--- src/rtl/dsmax_pkg.sv ---
// Shared types and constants for the dynamic sequence max-subarray unit.
// No dependencies; imported by the controller, datapath and top level.
package dsmax_pkg;

	localparam int MAX_LEN    = 1024;
	localparam int VALUE_BITS = 16;

	localparam int KIND_W     = 2;
	localparam int POS_W      = 11;
	localparam int ARG_W      = 16;
	localparam int ANS_W      = 26;
	localparam int STATUS_W   = 2;
	localparam int LENGTH_W   = 11;

	localparam int ADDR_W     = $clog2(MAX_LEN);
	localparam int LEN_W      = $clog2(MAX_LEN + 1);

	typedef enum logic [KIND_W-1:0] {
		K_INSERT  = 2'd0,
		K_DELETE  = 2'd1,
		K_REPLACE = 2'd2,
		K_QUERY   = 2'd3
	} kind_t;

	typedef enum logic [STATUS_W-1:0] {
		ST_OK    = 2'd0,
		ST_RANGE = 2'd1,
		ST_FULL  = 2'd2
	} status_t;

	// controller -> datapath
	typedef struct packed {
		logic latch;      // capture request fields
		logic setup;      // load scan pointer and stop index
		logic issue;      // read at pointer, advance
		logic write_val;  // write request value at the target index
		logic finish;     // commit length, register result, strobe
	} cmd_t;

	// datapath -> controller
	typedef struct packed {
		kind_t   kind;
		status_t err;
		logic    need_scan;
		logic    at_end;
	} stat_t;

endpackage

--- src/rtl/dsmax_ctrl.sv ---
// Request sequencer for the max-subarray unit: check, scan/shift, write, finish.
// Depends on dsmax_pkg (cmd_t, stat_t, kind_t, status_t).
module dsmax_ctrl (
	input  logic              clk,
	input  logic              arst_n,
	input  logic              start,
	input  dsmax_pkg::stat_t  stat,
	output dsmax_pkg::cmd_t   cmd,
	output logic              busy
);
	import dsmax_pkg::*;

	typedef enum logic [2:0] {
		S_IDLE,
		S_CHECK,
		S_SCAN,
		S_DRAIN,
		S_WRITE,
		S_FINISH
	} state_t;

	state_t state_q, state_d;
	logic   busy_q;

	always_comb begin
		state_d = state_q;
		cmd     = '0;
		unique case (state_q)
			S_IDLE: begin
				if (start) begin
					cmd.latch = 1'b1;
					state_d   = S_CHECK;
				end
			end
			S_CHECK: begin
				if (stat.err != ST_OK) begin
					state_d = S_FINISH;
				end else begin
					unique case (stat.kind)
						K_REPLACE: state_d = S_WRITE;
						K_INSERT:  state_d = stat.need_scan ? S_SCAN : S_WRITE;
						K_DELETE:  state_d = stat.need_scan ? S_SCAN : S_FINISH;
						K_QUERY:   state_d = S_SCAN;
						default:   state_d = S_FINISH;
					endcase
					cmd.setup = stat.need_scan;
				end
			end
			S_SCAN: begin
				cmd.issue = 1'b1;
				if (stat.at_end)
					state_d = S_DRAIN;
			end
			S_DRAIN: begin
				// last read in flight lands this cycle
				state_d = (stat.kind == K_INSERT) ? S_WRITE : S_FINISH;
			end
			S_WRITE: begin
				cmd.write_val = 1'b1;
				state_d       = S_FINISH;
			end
			S_FINISH: begin
				cmd.finish = 1'b1;
				state_d    = S_IDLE;
			end
			default: state_d = S_IDLE;
		endcase
	end

	always_ff @(posedge clk or negedge arst_n) begin
		if (!arst_n) begin
			state_q <= S_IDLE;
			busy_q  <= 1'b0;
		end else begin
			state_q <= state_d;
			busy_q  <= (state_d != S_IDLE);
		end
	end

	assign busy = busy_q;

endmodule

--- config.mk ---
export PLATFORM = sky130hd
export DESIGN_NAME = dsmax_ctrl
export DESIGN_NICKNAME = d
export VERILOG_FILES = /design/src/rtl/dsmax_pkg.sv /design/src/rtl/dsmax_ctrl.sv
export SDC_FILE = /design/constraint.sdc
export NUM_CORES = 1
export LEC_CHECK = 0
export BUFFER_PORTS_ARGS = -buffer_cell sky130_fd_sc_hd__buf_2
export CAP_MARGIN = 15
export CORE_AREA = 2 2 39 41
export CTS_BUF_LIST = sky130_fd_sc_hd__clkbuf_2 sky130_fd_sc_hd__clkbuf_4 sky130_fd_sc_hd__clkbuf_8
export DETAILED_ROUTE_END_ITERATION = 6
export DIE_AREA = 0 0 41 43
export PLACE_DENSITY_LB_ADDON = 0.05
export SLEW_MARGIN = 10
export SYNTH_ARGS = -nofsm -noshare
export SYNTH_HDL_FRONTEND = slang
export SYNTH_SLANG_ARGS = --single-unit
--- constraint.sdc ---
create_clock -name clk -period 1.1 [get_ports clk]
set_input_delay 0.055 -clock clk [delete_from_list [all_inputs] [get_ports clk]]
set_output_delay 0.055 -clock clk [all_outputs]
set_load 0.1 [all_outputs]
* Yosys cells after proc, flatten, opt, wreduce, memory -nomap -nowiden
Index checks and enable logic that the tools add are counted.
** Operators by class
- Equal/unequal tests :: 8
- Mux-type cells :: 15
- Reductions and logical operators :: 4
** Operators by type and width (count)
- $mux W3 :: 5
- $pmux W3 S5 :: 1
- $pmux W3 S4 :: 1
- $mux W1 :: 8
- $eq A3 B2 Y1 const B :: 2
- $eq A3 B3 Y1 const B :: 2
- $eq A2 B2 Y1 const B :: 2
- $eq A3 B1 Y1 const B :: 1
- $logic_not A3 Y1 :: 1
- $reduce_bool A3 Y1 :: 1
- $eq A2 B1 Y1 const B :: 1
- $logic_not A2 Y1 :: 1
- $reduce_bool A2 Y1 :: 1
** Word-level totals
- Bits in registers :: 4
- Input bits :: 9
- Output and inout bits :: 6

* Depth between registers and ports, before layout
Gate-level depths: netlist (run 1).
- Depth after elaboration :: 5
- Gate-level depth with buffers :: 4
- Depth with buffers taken out :: 3

* Least setup slack after synthesis (run 1)
No wires, ideal clock.
- Path type :: flip-flop to flip-flop
- Start :: reg state_q[0]
- End :: reg state_q[2]
- Data arrival time :: 1976 ps
- Data required time :: 1022 ps
- Setup slack :: -954 ps
- Cell stages (with the launch flop) :: 4
- Period minus slack after synthesis :: 2054 ps
- Path through :: dfrtp_1 buf_2 nor3_2 o21bai_1
** Between the ends
- Longest elaborated chain between the ends :: 2
- Elaborated cells on any way between the ends :: 6
** Ends and longest elaborated chain
- start: declaration :: line dsmax_ctrl.sv:22 : state_t state_q, state_d;
- start signal: assignment :: line dsmax_ctrl.sv:75 : state_q <= state_d;
- $eq A3 B3 Y1, or another cell as far along :: line dsmax_ctrl.sv:28 : unique case (state_q)
- $pmux W3 S5 (*) :: line dsmax_ctrl.sv:28
- net state_d[2] :: line dsmax_ctrl.sv:22
Mark *: on every way through the listed nets, which the timed path passes. The rest lies on a longest branch.

==> impl_metrics.toml, run 1 <==
[worst_setup_path]
crit_type = "flip-flop to primary output"
crit_chain = "nor2b_4, and4_4, buf_12"
rrSetupSlack_ns = -0.11
slowest_delay_ns = 0.40
worst_ep_arrival_time_ns = 1.24
cp.required_ns = 1.04
cp-start-kind = "flip-flop"
critPathSlowestCell = "dfrtp_1"
path_buf_inv = 1
cpLargestDelayFamily = "simple AND/OR/NAND/NOR gates"
cp-end-kind = "primary output"
crit_path_max_fanout = 5

[clock_network]
htree_levels = 1
cts_buffers = 3
clk_latency_ns = 0.24
clkTransAtPathRegs_ns = 0.04
numClockSinks = 4
cts.path.max_buffers = 2
cts-root-buf = "clkbuf_4"
cts_tree = "yes"

[synth]
ys_ff_latch = 4
avgSynthCellArea_um2 = 9.28
ys_seq_area_frac = 0.372
yosysUniqueCellTypes = 19
syn-instance-count = 29
ys.flop_type = "dfrtp_1"
yosys_warnings = 0
syn-num-nets = 38
syn-cell-area_um2 = 269
postSynth.asyncResetShare = 1.00
synth_edf_count = 0

[cells_and_area]
layout_common_cells = "buf_2 (8), buf_4 (8), buf_12 (6), nor2_1 (4), clkbuf_4 (3)"
finish.utilization = 0.419
drive_gt1_frac = 0.667
instances_no_fill = 70
syn2layout_area_growth_pct = 115
nFillCells = 143
area.sequential_um2 = 103
num_antenna_cells = 0
nNetsFinal = 65
multi_input_area_um2 = 196

[sta]
hold_viol_final = 0
skew_ns = 0.00949
drv_slew = 0
slew_headroom = 0.802
layout_min_cycle_time_ns = 1.29
tightest_slew_ns = 0.288
tns_ns = -1.05
rsz0062_at_grt = "yes"
max_freq_mhz = 773
timing.final.ws_setup_ns = -0.193
post-route-period-util = 1.18
setup_viol = 8

[floorplanning]
fp-row-count = 14
dieWidth_um = 41
io_pins = 15
core_um2 = 1380
die_y_um = 43
die_area_um2 = 1760
initial_core_util = 0.194

[status]
outcome = "complete, but fails checks"
violations = "setup timing"

[global_routing]
grt_max_degree = 7
first_global_vias = 327
grt_util_all_layers = 0.118
antenna_found_initial = 0
grt_overflow = 0
grt_pass1_wl_um = 1320

[worst_hold_path]
hold_path_class = "input port to flip-flop"

[detailed_routing]
routed_wl_um = 840
drc = 0
dr.pass1.iters = 3
viasPerCell = 4.69
drtIter0Drc = 2
routedWlPerCell_um = 12.0
drtAntennaViolNets = 0
vias = 328

[placement]
dp_cells = 65
dp_slack_ns = -0.0308
gp_congestion = 0.713
port_buffers = 14
dp_hpwl_um = 656

[flow_run]
cap_viol_max_count = 0

[pwr]
total_power_mw = 1.86
ir_drop_mv = 1.35
power_density_nw_per_um2 = 3210
p_leak_nw = 0.268
## flip-flops by register name, indices dropped and copies added (netlist names)
register	count
busy	1
state_q	3
## metal layers
metal  GRT usage  wire length, um  up-vias
li1            -                -      162
met1       0.113              300      156
met3      0.0838               56        0
met4      0.0400                0        0
met5           0                0        -
met2       0.188              482       10
## worst paths after layout
path,startpoint,endpoint,cells after the start
setup / recovery,state_q[0]$_DFF_PN0_,cmd[3],3
hold reg to reg,state_q[2]$_DFF_PN0_,busy$_DFF_PN0_,1
max in group asynchronous,arst_n,state_q[2]$_DFF_PN0_,2
setup reg to reg,state_q[1]$_DFF_PN0_,state_q[0]$_DFF_PN0_,4
hold / removal,start,busy$_DFF_PN0_,3
min in group asynchronous,arst_n,busy$_DFF_PN0_,2
## cell usage after synthesis (2+ instances only)
| master | instances | area, um2 |
|---|---|---|
| mux2i_1 | 2 | 20.0 |
| inv_1 | 2 | 7.51 |
| and2_1 | 2 | 12.5 |
| nor2b_1 | 2 | 12.5 |
| nor2_1 | 4 | 15.0 |
| dfrtp_1 | 4 | 100 |
## stage by stage
stage	hold slack, ns	instance area (um2)
floorplan	-0.241	280
global placement	-0.137	508
detailed placement	-0.136	508
CTS	0.136	568
global route	0.137	579
finish	0.139	579
## area by class of cell
class / count / area share
Multi-Input combinational cell: 22 / 0.339
Timing Repair Buffer: 23 / 0.397
Inverter: 2 / 0.0130
Sequential cell: 4 / 0.177
Tap cell: 16 / 0.0346
Clock buffer: 3 / 0.0389
## cell families (layout without fill, tap and decap cells)
| group | Yosys count | after routing | synth area share |
|---|---|---|---|
| AOI/OAI and AO/OA | 6 | 6 | 0.200 |
| buffers and inverters | 3 | 28 | 0.0465 |
| DFF | 4 | 4 | 0.372 |
| muxes | 2 | 2 | 0.0744 |
| and+or+nand+nor | 14 | 14 | 0.307 |
## power by group
group / internal (mW) / switching, mW
Sequential: 0.216 / 0.0741
Clock: 0.122 / 0.0654
Combinational: 0.587 / 0.797
Total: 0.925 / 0.936
## worst register-to-register path, cell delays in order, from the launching register on
cell	delay, ns
dfrtp_2	0.43
buf_4	0.16
buf_4	0.13
o32a_1	0.34
o31ai_2	0.07
## what timing repair did
| item | in CTS | in global routing |
|---|---|---|
| pin swaps | 2 | 2 |
| setup buffers | 1 | 0 |
| resized for setup | 6 | 3 |
| setup endpoints to repair | 6 | 8 |
| endpoints found under the hold margin | 4 | 0 |
| hold buffers | 1 | 0 |
Power figures use the tool's default switching activity.
==> inputs of run 2 (changes only) <==
--- a/config.mk
+++ b/config.mk
@@ -12,6 +12,7 @@
 export DETAILED_ROUTE_END_ITERATION = 6
 export DIE_AREA = 0 0 41 43
 export PLACE_DENSITY_LB_ADDON = 0.05
+export SKIP_LAST_GASP = 1
 export SLEW_MARGIN = 10
 export SYNTH_ARGS = -nofsm -noshare
 export SYNTH_HDL_FRONTEND = slang
==> impl_metrics.toml, run 2 (same netlist as run 1, synthesis figures left out) <==
[status]
outcome = "complete, but fails checks"
violations = "setup timing"

[pwr]
ir_drop_mv = 1.34
p_leak_nw = 0.269
power_density_nw_per_um2 = 3220
total_power_mw = 1.85

[worst_setup_path]
cp-start-kind = "flip-flop"
critPathSlowestCell = "dfrtp_1"
slowest_delay_ns = 0.40
crit_type = "flip-flop to primary output"
crit_path_max_fanout = 5
worst_ep_arrival_time_ns = 1.24
rrSetupSlack_ns = -0.11
crit_chain = "nor2b_4, and4_4, buf_12"
cp-end-kind = "primary output"
cp.required_ns = 1.04

[cells_and_area]
num_antenna_cells = 0
layout_common_cells = "buf_2 (8), buf_4 (8), buf_12 (6), nor2_1 (4), clkbuf_4 (3)"
syn2layout_area_growth_pct = 114
nNetsFinal = 65
max_flop_register = "state_q"
largest_reg_flops = 3
drive_gt1_frac = 0.667
nFillCells = 140
finish.utilization = 0.416

[flow_run]
cap_viol_max_count = 0

[global_routing]
top_usage_layer = "met2"
grt_util_all_layers = 0.118
antenna_found_initial = 0
grt_pass1_wl_um = 1320
met3_usage = 0.0838
use_met1 = 0.113
use_met2 = 0.188
grt_max_degree = 7
first_global_vias = 327
grt_overflow = 0

[sta]
skew_ns = 0.00957
tns_ns = -1.05
slew_headroom = 0.802
hold_viol_final = 0
hold_slack_ns = 0.130
layout_min_cycle_time_ns = 1.29
rsz0062_at_grt = "yes"
drv_slew = 0
tightest_slew_ns = 0.288
max_freq_mhz = 773
setup_viol = 8
post-route-period-util = 1.18
timing.final.ws_setup_ns = -0.194

[clock_network]
htree_levels = 1
clkTransAtPathRegs_ns = 0.04
cts-root-buf = "clkbuf_4"
clk_latency_ns = 0.24
cts_buffers = 3
cts.path.max_buffers = 2
numClockSinks = 4
cts_tree = "yes"

[detailed_routing]
drtIter0Drc = 2
routed_wl_um = 830
dr.pass1.iters = 3
viasPerCell = 4.64
drc = 0
drtAntennaViolNets = 0
vias = 325
routedWlPerCell_um = 11.9

[floorplanning]
die_y_um = 43
io_pins = 15
fp-row-count = 14
core_um2 = 1380
dieWidth_um = 41
initial_core_util = 0.194
die_area_um2 = 1760

[placement]
dp_hpwl_um = 656
dp_slack_ns = -0.0308
port_buffers = 14
gp_congestion = 0.713

[worst_hold_path]
hold_path_class = "input port to flip-flop"
## run 2: routing by layer
layer | vias to the layer above | share of wire
li1 | 162 | -
met1 | 153 | 0.36
met2 | 10 | 0.57
met3 | 0 | 0.067
met4 | 0 | 0
met5 | - | 0
## run 2: where the power goes
group          leakage (nW)  internal, mW  switching (mW)
combinational         0.210         0.580           0.793
clock                0.0138         0.122          0.0655
sequential           0.0457         0.216          0.0742
total                 0.269         0.918           0.933
## run 2: cell type report
cell class                      instances  area (um2)  area share
Tap cell                               16        20.0      0.0348
Timing Repair Buffer                   23         230       0.400
Inverter                                2        7.51      0.0130
Clock buffer                            3        22.5      0.0391
Multi-Input combinational cell         22         193       0.335
Sequential cell                         4         103       0.178
## run 2: worst max-delay path, delay by kind of cell (launching register included)
| kind | cells | cell delay [ns] |
|---|---|---|
| buffers and inverters | 1 | 0.17 |
| AND/OR/NAND/NOR | 2 | 0.42 |
| flip-flops | 1 | 0.40 |
## run 2: through the flow
| stage | instances | cell area [um2] |
|---|---|---|
| 2_1_floorplan | 29 | 280 |
| 3_3_place_gp | 65 | 508 |
| 3_5_place_dp | 65 | 508 |
| 4_1_cts | 70 | 564 |
| 5_1_grt | 70 | 576 |
| 6_report | 70 | 576 |
## run 2: final timing paths
kind | startpoint | end | cells past startpoint
worst max-delay path | state_q[0]$_DFF_PN0_ | cmd[3] | 3
worst min-delay path | start | busy$_DFF_PN0_ | 3
worst max register to register | state_q[1]$_DFF_PN0_ | state_q[0]$_DFF_PN0_ | 4
worst min register to register | state_q[2]$_DFF_PN0_ | busy$_DFF_PN0_ | 1
max in group asynchronous | arst_n | state_q[2]$_DFF_PN0_ | 2
min in group asynchronous | arst_n | busy$_DFF_PN0_ | 2
## run 2: what timing repair did
action | CTS | global route
pin swaps | 2 | 2
hold buffers | 1 | 0
setup endpoints to repair | 6 | 8
buffers inserted | 1 | 0
endpoints found under the hold margin | 4 | 0
resized for setup | 5 | 3
==> inputs of run 3 (changes only) <==
--- a/config.mk
+++ b/config.mk
@@ -11,7 +11,9 @@
 export CTS_BUF_LIST = sky130_fd_sc_hd__clkbuf_2 sky130_fd_sc_hd__clkbuf_4 sky130_fd_sc_hd__clkbuf_8
 export DETAILED_ROUTE_END_ITERATION = 6
 export DIE_AREA = 0 0 41 43
+export GPL_ROUTABILITY_DRIVEN = 1
 export PLACE_DENSITY_LB_ADDON = 0.05
+export SETUP_SLACK_MARGIN = 0.02
 export SKIP_LAST_GASP = 1
 export SLEW_MARGIN = 10
 export SYNTH_ARGS = -nofsm -noshare
==> constraint.sdc (replaced) <==
create_clock -name clk -period 1.52 [get_ports clk]
set_input_delay 0.076 -clock clk [delete_from_list [all_inputs] [get_ports clk]]
set_output_delay 0.076 -clock clk [all_outputs]
set_load 0.1 [all_outputs]
==> impl_metrics.toml, run 3 (same netlist as run 1, synthesis figures left out) <==
[sta]
skew_ns = 0.00372
layout_min_cycle_time_ns = 1.43
tns_ns = 0
hold_viol_final = 0
slew_headroom = 0.680
timing.final.ws_setup_ns = 0.0902
rsz0062_at_grt = "yes"
drv_slew = 0
tightest_slew_ns = 0.483
max_freq_mhz = 699
setup_viol = 0
post-route-period-util = 0.941

[worst_setup_path]
rr_worst_depth = 3
crit_type = "flip-flop to primary output"
critPathSlowestCell = "dfrtp_1"
cp-end-kind = "primary output"
cp.required_ns = 1.44
rr_endpoint = "state_q[1]$_DFF_PN0_"
crit_path_max_fanout = 7
rrSetupSlack_ns = 0.35
worst_ep_arrival_time_ns = 1.35
reg2reg_from = "state_q[1]$_DFF_PN0_"
slowest_delay_ns = 0.46
cp-start-kind = "flip-flop"
crit_chain = "nor2b_1, and4_2, buf_12"

[worst_hold_path]
hold-path-cell-count = 3
hold_path_class = "input port to flip-flop"
min_to = "busy$_DFF_PN0_"
holdCritStartpoint = "start"

[flow_run]
cap_viol_max_count = 0

[cells_and_area]
final_common_cell = "buf_2"
drive_gt1_frac = 0.500
area.sequential_um2 = 101
layout_common_cells = "buf_2 (9), buf_12 (5), nor2_1 (4), dfrtp_1 (3), clkbuf_4 (3)"
max_flop_register = "state_q"
nNetsFinal = 57
nFillCells = 147
syn2layout_area_growth_pct = 75.8
num_antenna_cells = 0
largest_reg_flops = 3
multi_input_area_um2 = 166

[placement]
dp_slack_ns = 0.256
port_buffers = 14
dp_hpwl_um = 564
gp_congestion = 0.680

[detailed_routing]
vias = 276
drtIter0Drc = 0
routedWlPerCell_um = 11.9
dr.pass1.iters = 1
routed_wl_um = 738
viasPerCell = 4.45
drc = 0
drtAntennaViolNets = 0

[pwr]
power_frac_seq = 0.200
intPower_mw = 0.509
power_density_nw_per_um2 = 2400
clkPwrFrac = 0.115
pwr-share-comb = 0.685
p_leak_nw = 0.214
switching_power_mw = 0.626
total_power_mw = 1.14
p_sw_frac = 0.552
ir_drop_mv = 1.25

[clock_network]
cts_buffers = 3
clk_latency_ns = 0.23
cts-root-buf = "clkbuf_4"
htree_levels = 1
clkTransAtPathRegs_ns = 0.04
cts_tree = "yes"
cts.path.max_buffers = 2
numClockSinks = 4

[floorplanning]
fp-row-count = 14
dieWidth_um = 41
die_area_um2 = 1760
initial_core_util = 0.194
io_pins = 15
core_um2 = 1380
die_y_um = 43

[global_routing]
antenna_found_initial = 0
grt_overflow = 0
grt_pass1_wl_um = 1250
first_global_vias = 290
grt_max_degree = 10
grt_util_all_layers = 0.108

[status]
outcome = "finished, final reports clean"
==> run 3: changes by cell type in the layout (fill, tap and decap cells not counted), sizes merged <==
cell,change
buf,-8
==> run 3: power groups by stage <==
stage	Clock, mW	Sequential (mW)	Combinational [mW]
after floorplan	0	0.274	0.501
after global placement	0	0.224	0.783
after detailed placement	0	0.229	0.782
after CTS	0.141	0.230	0.785
after global routing	0.151	0.239	0.814
final	0.130	0.227	0.778
==> run 3: cell type report <==
cell class,count,area share
flip-flops and latches,4,0.214
clock buffers,3,0.0476
inverters,2,0.0159
well taps,16,0.0423
repair buffers,15,0.328
multi-input cells,22,0.352
==> run 3: metrics by stage <==
stage | utilization | cells | area (um2) | hold WS, ns
after global routing | 0.342 | 62 | 473 | 0.167
after CTS | 0.342 | 62 | 473 | 0.130
after detailed placement | 0.317 | 58 | 439 | -0.114
after global placement | 0.317 | 58 | 439 | -0.116
after floorplan | - | 29 | 279 | -0.220
final | 0.342 | 62 | 473 | 0.147
==> run 3: worst max-delay path: cells and delay by family (launching register included) <==
| kind | cells | cell delay (ns) |
|---|---|---|
| buffers and inverters | 1 | 0.18 |
| DFF | 1 | 0.46 |
| and+or+nand+nor | 2 | 0.48 |
==> run 3: timing repair <==
item,CTS,global route
endpoints found under the setup margin,1,1
hold endpoints to repair,4,0
gates cloned,0,0
pin swaps,0,0
gates resized for setup,1,0
hold buffers,1,0
setup buffers,0,0
==> run 3: worst max-delay path by stage <==
stage                                     from              endpoint  slack (ns)  depth (start not counted)
final                     state_q[1]$_DFF_PN0_                cmd[3]        0.09                          3
after global routing      state_q[1]$_DFF_PN0_                cmd[3]        0.02                          3
after CTS                 state_q[0]$_DFF_PN0_                cmd[3]        0.08                          3
after detailed placement  state_q[0]$_DFF_PN0_                cmd[3]        0.26                          3
after global placement    state_q[0]$_DFF_PN0_                cmd[3]        0.28                          3
after floorplan           state_q[0]$_DFF_PN0_  state_q[2]$_DFF_PN0_       -0.09                          3
==> run 3: routing by layer <==
metal	wire [um]	part of all wire	track usage	up-vias
met5	0	0	0	-
met4	0	0	0.0400	0
met3	24	0.033	0.0681	0
met2	392	0.53	0.159	7
met1	321	0.43	0.120	128
li1	-	-	-	141
